$ cat config.mk
export PLATFORM = sky130hd
export DESIGN_NAME = sbspc_judge
export DESIGN_NICKNAME = d
export VERILOG_FILES = /design/src/hw/rtl/sbspc_pkg.sv /design/src/hw/rtl/sbspc_judge.sv
export SDC_FILE = /design/constraint.sdc
export NUM_CORES = 1
export LEC_CHECK = 0
export ABC_AREA = 1
export BUFFER_PORTS_ARGS = -buffer_cell sky130_fd_sc_hd__clkbuf_2
export CORE_UTILIZATION = 34
export DETAILED_ROUTE_END_ITERATION = 10
export GPL_TIMING_DRIVEN = 0
export PLACE_DENSITY = 0.8
export SYNTH_ARGS = -nofsm -noshare
export SYNTH_HDL_FRONTEND = slang
export SYNTH_SLANG_ARGS = --single-unit
$ cat constraint.sdc
create_clock -name vclk -period 1.8
set_clock_uncertainty 0.1 [all_clocks]
set_input_delay 0.36 -clock vclk [all_inputs]
set_output_delay 0.36 -clock vclk [all_outputs]
set_load 0.01 [all_outputs]
$ cat src/hw/rtl/sbspc_pkg.sv
// ----------------------------------------------------------------------------
// sbspc_pkg: shared types and constants of the servo status packet checker
// Item codes, status codes, field widths and the judge input bundle.
// ----------------------------------------------------------------------------
package sbspc_pkg;

  localparam int BYTE_W    = 8;
  localparam int FUNC_W    = 2;
  localparam int STATUS_W  = 3;
  localparam int TMO_W     = 16;
  localparam int IDLE_W    = TMO_W + 1;
  localparam int CFG_IDX_W = 1;
  localparam int CFG_DATA_W = TMO_W;

  localparam logic [BYTE_W-1:0] HDR_BYTE = 8'hFF;
  localparam logic [BYTE_W-1:0] SUM_GOOD = 8'hFF;
  // Packets of this many bytes or fewer are not checked.
  localparam logic [BYTE_W-1:0] MIN_CHECKED = 8'd3;
  // Bytes of the packet that the length field does not count.
  localparam logic [BYTE_W-1:0] LEN_OVERHEAD = 8'd4;

  localparam logic [TMO_W-1:0]  TIMEOUT_RST   = 16'd30000;
  localparam logic [BYTE_W-1:0] BROADCAST_RST = 8'd254;

  typedef enum logic [FUNC_W-1:0] {
    FUNC_START = 2'd0,
    FUNC_BYTE  = 2'd1,
    FUNC_TICK  = 2'd2
  } func_t;

  typedef enum logic [STATUS_W-1:0] {
    ST_OK        = 3'd0,
    ST_HEADER    = 3'd1,
    ST_ID        = 3'd2,
    ST_LENGTH    = 3'd3,
    ST_CHECKSUM  = 3'd4,
    ST_UNCHECKED = 3'd5
  } status_t;

  typedef enum logic [CFG_IDX_W-1:0] {
    CFG_TIMEOUT_LIMIT = 1'd0,
    CFG_BROADCAST_ID  = 1'd1
  } cfg_idx_t;

  // Packet state as seen by the end-of-packet judge.
  typedef struct packed {
    logic [BYTE_W-1:0] byte_count;
    logic [BYTE_W-1:0] target_id;
    logic              header_bad;
    logic              id_bad;
    logic [BYTE_W-1:0] length_field;
    logic [BYTE_W-1:0] running_sum;
  } judge_in_t;

  typedef struct packed {
    status_t           status;
    logic [BYTE_W-1:0] packet_length;
  } judge_out_t;

endpackage

$ cat src/hw/rtl/sbspc_judge.sv
// ----------------------------------------------------------------------------
// sbspc_judge: end-of-packet checks
// Checks header, ID, length field and checksum in priority order; skips them for the broadcast ID and short packets.
// ----------------------------------------------------------------------------
module sbspc_judge (
  input  sbspc_pkg::judge_in_t         st_i,
  input  logic [sbspc_pkg::BYTE_W-1:0] broadcast_id_i,
  output sbspc_pkg::judge_out_t        res_o
);

  logic [sbspc_pkg::BYTE_W-1:0] len_expect;

  assign len_expect = st_i.byte_count - sbspc_pkg::LEN_OVERHEAD;

  always_comb begin
    res_o.status        = sbspc_pkg::ST_OK;
    res_o.packet_length = st_i.byte_count;
    if (st_i.target_id == broadcast_id_i || st_i.byte_count <= sbspc_pkg::MIN_CHECKED) begin
      res_o.status = sbspc_pkg::ST_UNCHECKED;
    end else begin
      if (st_i.header_bad) begin
        res_o.status = sbspc_pkg::ST_HEADER;
      end else if (st_i.id_bad) begin
        res_o.status = sbspc_pkg::ST_ID;
      end else if (st_i.length_field != len_expect) begin
        res_o.status = sbspc_pkg::ST_LENGTH;
      end else if (st_i.running_sum != sbspc_pkg::SUM_GOOD) begin
        res_o.status = sbspc_pkg::ST_CHECKSUM;
      end
      // Drop the length on any failed check.
      if (res_o.status != sbspc_pkg::ST_OK) begin
        res_o.packet_length = '0;
      end
    end
  end

endmodule

==> results.json, run 1 <==
{
  "tightest_slew_ns": 0.3100,
  "cp.depth": 13,
  "placed_area_um2": 843.3,
  "grt_max_degree": 11,
  "die-area_mm2": 0.001680,
  "dieHeight_um": 40.99,
  "hold_class": "input pin to output pin",
  "cellPowerDensity_mw_per_mm2": 179.3,
  "synth_compound_area_share_pct": 11.86,
  "synth_xor_area_share_pct": 18.64,
  "period_needed_ns": 2.200,
  "critical_path_required_ns": 1.34,
  "yosys_warnings": 0,
  "synth_top_cell_by_area": "nand2_1",
  "design_area_um2": 934.6,
  "critPathArrivalTime_ns": 1.74,
  "port_buffers": 53,
  "max-vdd-ir-drop_uv": 87.58,
  "syn_inst": 99,
  "diodes": 0,
  "max_slew_margin_pct": 79.34,
  "antenna_found_initial": 0,
  "cp_slowest_cell": "ha_4",
  "synth.area.top_cells": "nand2_1 20%, xor2_1 15%, inv_1 13%",
  "status": "complete, but fails checks",
  "vias_per_cell": 4.655,
  "ys_seq_area_share_pct": 0,
  "ys_types": 19,
  "critPathMaxStageDelay_ns": 0.23,
  "total_leakage_power_nw": 0.5528,
  "rows": 13,
  "drt-pass1-iter-count": 4,
  "fin_crit_sh_pct": 122.2,
  "critical_path.max_fanout": 8,
  "gp_congestion": 0.7281,
  "totalWireLength_um": 1663,
  "num_io_pins": 53,
  "grt_pass1_wl_um": 2635,
  "crit_start": "st_i[28]",
  "synth_area_um2": 516.7,
  "crit_path_end_kind": "output pin",
  "cp-endpoint": "res_o[4]",
  "violations": "setup timing",
  "hpwl_um": 1380,
  "slew_viol_final": 0,
  "gr-total-overflow": 0,
  "route.detailed.drc": 0,
  "vias": 796,
  "synthToLayoutAreaGrowth_pct": 80.87,
  "syn_nets": 142,
  "fp.dieW_um": 40.99,
  "rsz0062_at_grt": "yes",
  "drt_iter0_drc": 7,
  "floorplan.initialDensity_pct": 38.28,
  "synth_top_family_by_area": "simple AND/OR/NAND/NOR gates",
  "core_mm2": 0.001350,
  "path_cells": "clkbuf_16 -> inv_12 -> ha_4 -> nand2_2 -> inv_2 -> nor2_1 -> nand2_1 -> nor2_2 -> nand3_2 -> nor2_4 -> nand3_4 -> a21oi_2 -> buf_2",
  "regArea_um2": 0,
  "fmax_ghz": 0.4545,
  "critPathKind": "input pin to output pin",
  "whs_ns": 0.9227,
  "yosysTopAreaCellShare_pct": 19.61,
  "finalSetupViolCount": 11,
  "synthAdderAreaFrac_pct": 2.421,
  "hold_viol": 0,
  "grt_use_total_pct": 22.21,
  "start_kind": "input pin",
  "critPathBufInv": 4,
  "seq_cell_count": 0,
  "drive_above_1_share_pct": 51.28,
  "grt_pass1_vias": 704,
  "synthSimpleGateAreaFrac_pct": 53.03,
  "avgSynthCellArea_um2": 5.220,
  "nClkBuffers": 0,
  "setup_ws_ns": -0.4004,
  "synth_mux_area_share_pct": 0,
  "antenna_left": 0,
  "max_cap_violations": 0,
  "crit_family": "simple AND/OR/NAND/NOR gates",
  "wl_per_cell_um": 9.725,
  "nets": 201
}
## what timing repair did
item                                    4_1_cts  5_1_grt
buffers inserted                              4        0
hold buffers                                  0        0
endpoints found under the setup margin       11       11
pin swaps                                     4        1
resized for setup                            11       12
## synthesized netlist by cell type, drive strengths merged
cell    instances
nand2          27
inv            18
nor2           16
a21oi           9
nand3           9
xor2            9
nand4           3
xnor2           2
and2            1
buf             1
ha              1
nand3b          1
o211ai          1
o21ai           1
## layout by cell type (no fill, tap or decap), drive strengths merged
master	n
nand2	27
nor2	16
xnor2	2
ha	1
nand4	3
a21oi	9
xor2	9
clkbuf	44
nand3	9
nand3b	1
buf	14
inv	18
and2	1
o211ai	1
o21ai	1
## worst min-delay path: stages
cell and delay, ns:
clkbuf_2 0.08, o211ai_1 0.09, clkbuf_2 0.13
## how the worst min path moves through the flow
| stage | start | end | cells after the start |
|---|---|---|---|
| 3_5_place_dp | st_i[17] | res_o[10] | 3 |
| 6_report | st_i[16] | res_o[8] | 3 |
| 2_1_floorplan | st_i[17] | res_o[10] | 1 |
| 3_3_place_gp | st_i[26] | res_o[0] | 4 |
| 4_1_cts | st_i[17] | res_o[10] | 3 |
| 5_1_grt | st_i[17] | res_o[10] | 3 |
## area by class of cell
cell class / instances / area (um^2)
multi-input combinational: 80 / 504.2
buffer: 1 / 5.005
tap: 15 / 18.77
inverter: 18 / 82.58
fill: 132 / 415.4
timing repair buffer: 57 / 324.1
## per-layer routing
metal  track usage, %  routed length, um
met3           0.5435                 48
met4            6.667                 14
met2            44.53                935
met1            24.36                664
met5                0                  0
## power by group
| group | leakage [nW] | internal, mW | switching [mW] |
|---|---|---|---|
| sequential | 0 | 0 | 0 |
| combinational | 0.553 | 0.0845 | 0.0831 |
| clock | 0 | 0 | 0 |
## metrics by stage
step / util (%) / std cells / power, mW / setup WS (ns) / TNS [ns]
after CTS: 68.86 / 171 / 0.1649 / -0.4186 / -4.296
after global placement: 62.47 / 167 / 0.1467 / -0.5582 / -5.386
after detailed placement: 62.47 / 167 / 0.1523 / -0.5676 / -5.538
after global routing: 69.23 / 171 / 0.1899 / -0.5150 / -5.172
after floorplan: - / 99 / 0.08012 / -0.1740 / -1.340
final: 69.23 / 171 / 0.1676 / -0.4004 / -4.052
## kinds of logic (layout without fill, tap and decap cells)
kind of cell,count (synthesis),in the layout
simple gates,57,57
fa+ha+maj,1,1
compound gates,11,11
xor+xnor,11,11
buf+inv,19,76
Note: power is estimated with default switching activity, not from simulation.
==> run 2: changes to the inputs <==
- TNS_END_PERCENT: unset -> 10
==> run 2 against run 1 <==
Effect of this change: largest power group unchanged; setup slack worse by 0.051 ns; wire length down 1.6%; count of clock-buffer cells in the layout unchanged; cell area up 0.13%; sequential share of layout area stayed put; the flow still finishes with violations (setup timing); non-clock buffer count increased by 3; utilization up 0.093 points; via count up 2.0%; global-route usage down 3.0 points; flip-flop and latch count did not move.
==> results.json, run 2 (synthesis results as in run 1) <==
{
  "status": "complete, but fails checks",
  "violations": "setup timing",
  "port_buffers": 53,
  "vias_per_cell": 4.667,
  "critPathArrivalTime_ns": 1.79,
  "grt_use_total_pct": 19.20,
  "seq_cell_count": 0,
  "wl_per_cell_um": 9.408,
  "hpwl_um": 1301,
  "max_slew_margin_pct": 80.43,
  "critical_path.max_fanout": 8,
  "num_io_pins": 53,
  "antenna_found_initial": 0,
  "regArea_um2": 0,
  "nClkBuffers": 0,
  "rows": 13,
  "floorplan.initialDensity_pct": 38.28,
  "fp.dieW_um": 40.99,
  "finalSetupViolCount": 11,
  "nets": 204,
  "most-common-layout-cells": "49 x clkbuf_2, 26 x nand2_1, 15 x inv_1, 10 x nor2_1, 9 x xor2_1",
  "gp_congestion": 0.6793,
  "total_leakage_power_nw": 0.5522,
  "dieHeight_um": 40.99,
  "drt_iter0_drc": 12,
  "grt_max_degree": 11,
  "max-vdd-ir-drop_uv": 100.9,
  "vias": 812,
  "hold_class": "input pin to output pin",
  "final_common_cell": "clkbuf_2",
  "core_mm2": 0.001350,
  "fin_util_pct": 69.32,
  "totalWireLength_um": 1637,
  "drt-pass1-iter-count": 4,
  "synthToLayoutAreaGrowth_pct": 81.11,
  "critPathKind": "input pin to output pin",
  "nFillCells": 122,
  "critical_path_required_ns": 1.34,
  "start_kind": "input pin",
  "cellPowerDensity_mw_per_mm2": 181.2,
  "fin_crit_sh_pct": 125.1,
  "rsz0062_at_grt": "yes",
  "grt_pass1_vias": 616,
  "grt_pass1_wl_um": 2256,
  "slew_viol_final": 0,
  "finalPower_mw": 0.1696,
  "route.detailed.drc": 0,
  "setup_ws_ns": -0.4516,
  "multiInputGateArea_um2": 501.7,
  "tightest_slew_ns": 0.2936,
  "drive_above_1_share_pct": 53.46,
  "crit_path_end_kind": "output pin",
  "fmax_ghz": 0.4441,
  "whs_ns": 0.9204,
  "diodes": 0,
  "max_cap_violations": 0,
  "gr-total-overflow": 0,
  "hold_viol": 0,
  "die-area_mm2": 0.001680,
  "antenna_left": 0,
  "crit_start": "st_i[28]",
  "period_needed_ns": 2.252,
  "cp-endpoint": "res_o[5]"
}
-- run 2: how the worst min path moves through the flow --
stage | cells past startpoint | slack (ns) | to | startpoint
4_1_cts | 3 | 0.91 | res_o[10] | st_i[17]
6_report | 4 | 0.92 | res_o[0] | st_i[26]
2_1_floorplan | 2 | 0.70 | res_o[0] | st_i[26]
3_3_place_gp | 4 | 0.90 | res_o[0] | st_i[26]
5_1_grt | 3 | 0.94 | res_o[10] | st_i[17]
3_5_place_dp | 4 | 0.91 | res_o[0] | st_i[26]
-- run 2: repair_timing --
item / in CTS / in global routing
hold buffers: 0 / 0
resized for setup: 10 / 17
setup buffers: 5 / 2
pin swaps: 7 / 8
setup endpoints to repair: 11 / 11
hold endpoints to repair: 0 / 0
-- run 2: per-stage QoR --
stage,setup slack [ns],instances,instance area [um^2],setup TNS (ns)
2_1_floorplan,-0.2707,99,516.7,-2.428
3_3_place_gp,-0.5678,167,800.8,-5.566
3_5_place_dp,-0.6334,167,800.8,-6.237
4_1_cts,-0.4913,172,877.1,-4.961
5_1_grt,-0.5663,174,935.9,-5.697
6_report,-0.4516,174,935.9,-4.503
-- run 2: critical path, stage by stage --
cell and delay (ns):
buf_8 0.10, inv_4 0.06, ha_4 0.20, nand2_2 0.05, inv_2 0.03, nor2_2 0.07
nand2_1 0.06, nor2_2 0.12, nand3_2 0.10, nor2_4 0.15, nand3_4 0.16, a21oi_2 0.18
buf_2 0.14
-- run 2: layout make-up --
cell class / count / share of cell area (%)
plain buffers: 1 / 0.5348
well taps: 15 / 2.005
multi-input cells: 80 / 53.61
repair buffers: 60 / 36.10
inverters: 18 / 7.754
-- run 2: power breakdown --
group	leakage, nW	internal, mW	switching [mW]
combinational	0.552	0.0865	0.0831
sequential	0	0	0
clock	0	0	0
-- run 2: metal layers --
layer / part of all wire (%) / wire length, um / track usage, %
met5: 0 / 0 / 0
met4: 0 / 0 / 1.667
met3: 3.8 / 63 / 0.5435
met2: 57 / 936 / 40.23
met1: 39 / 636 / 21.15
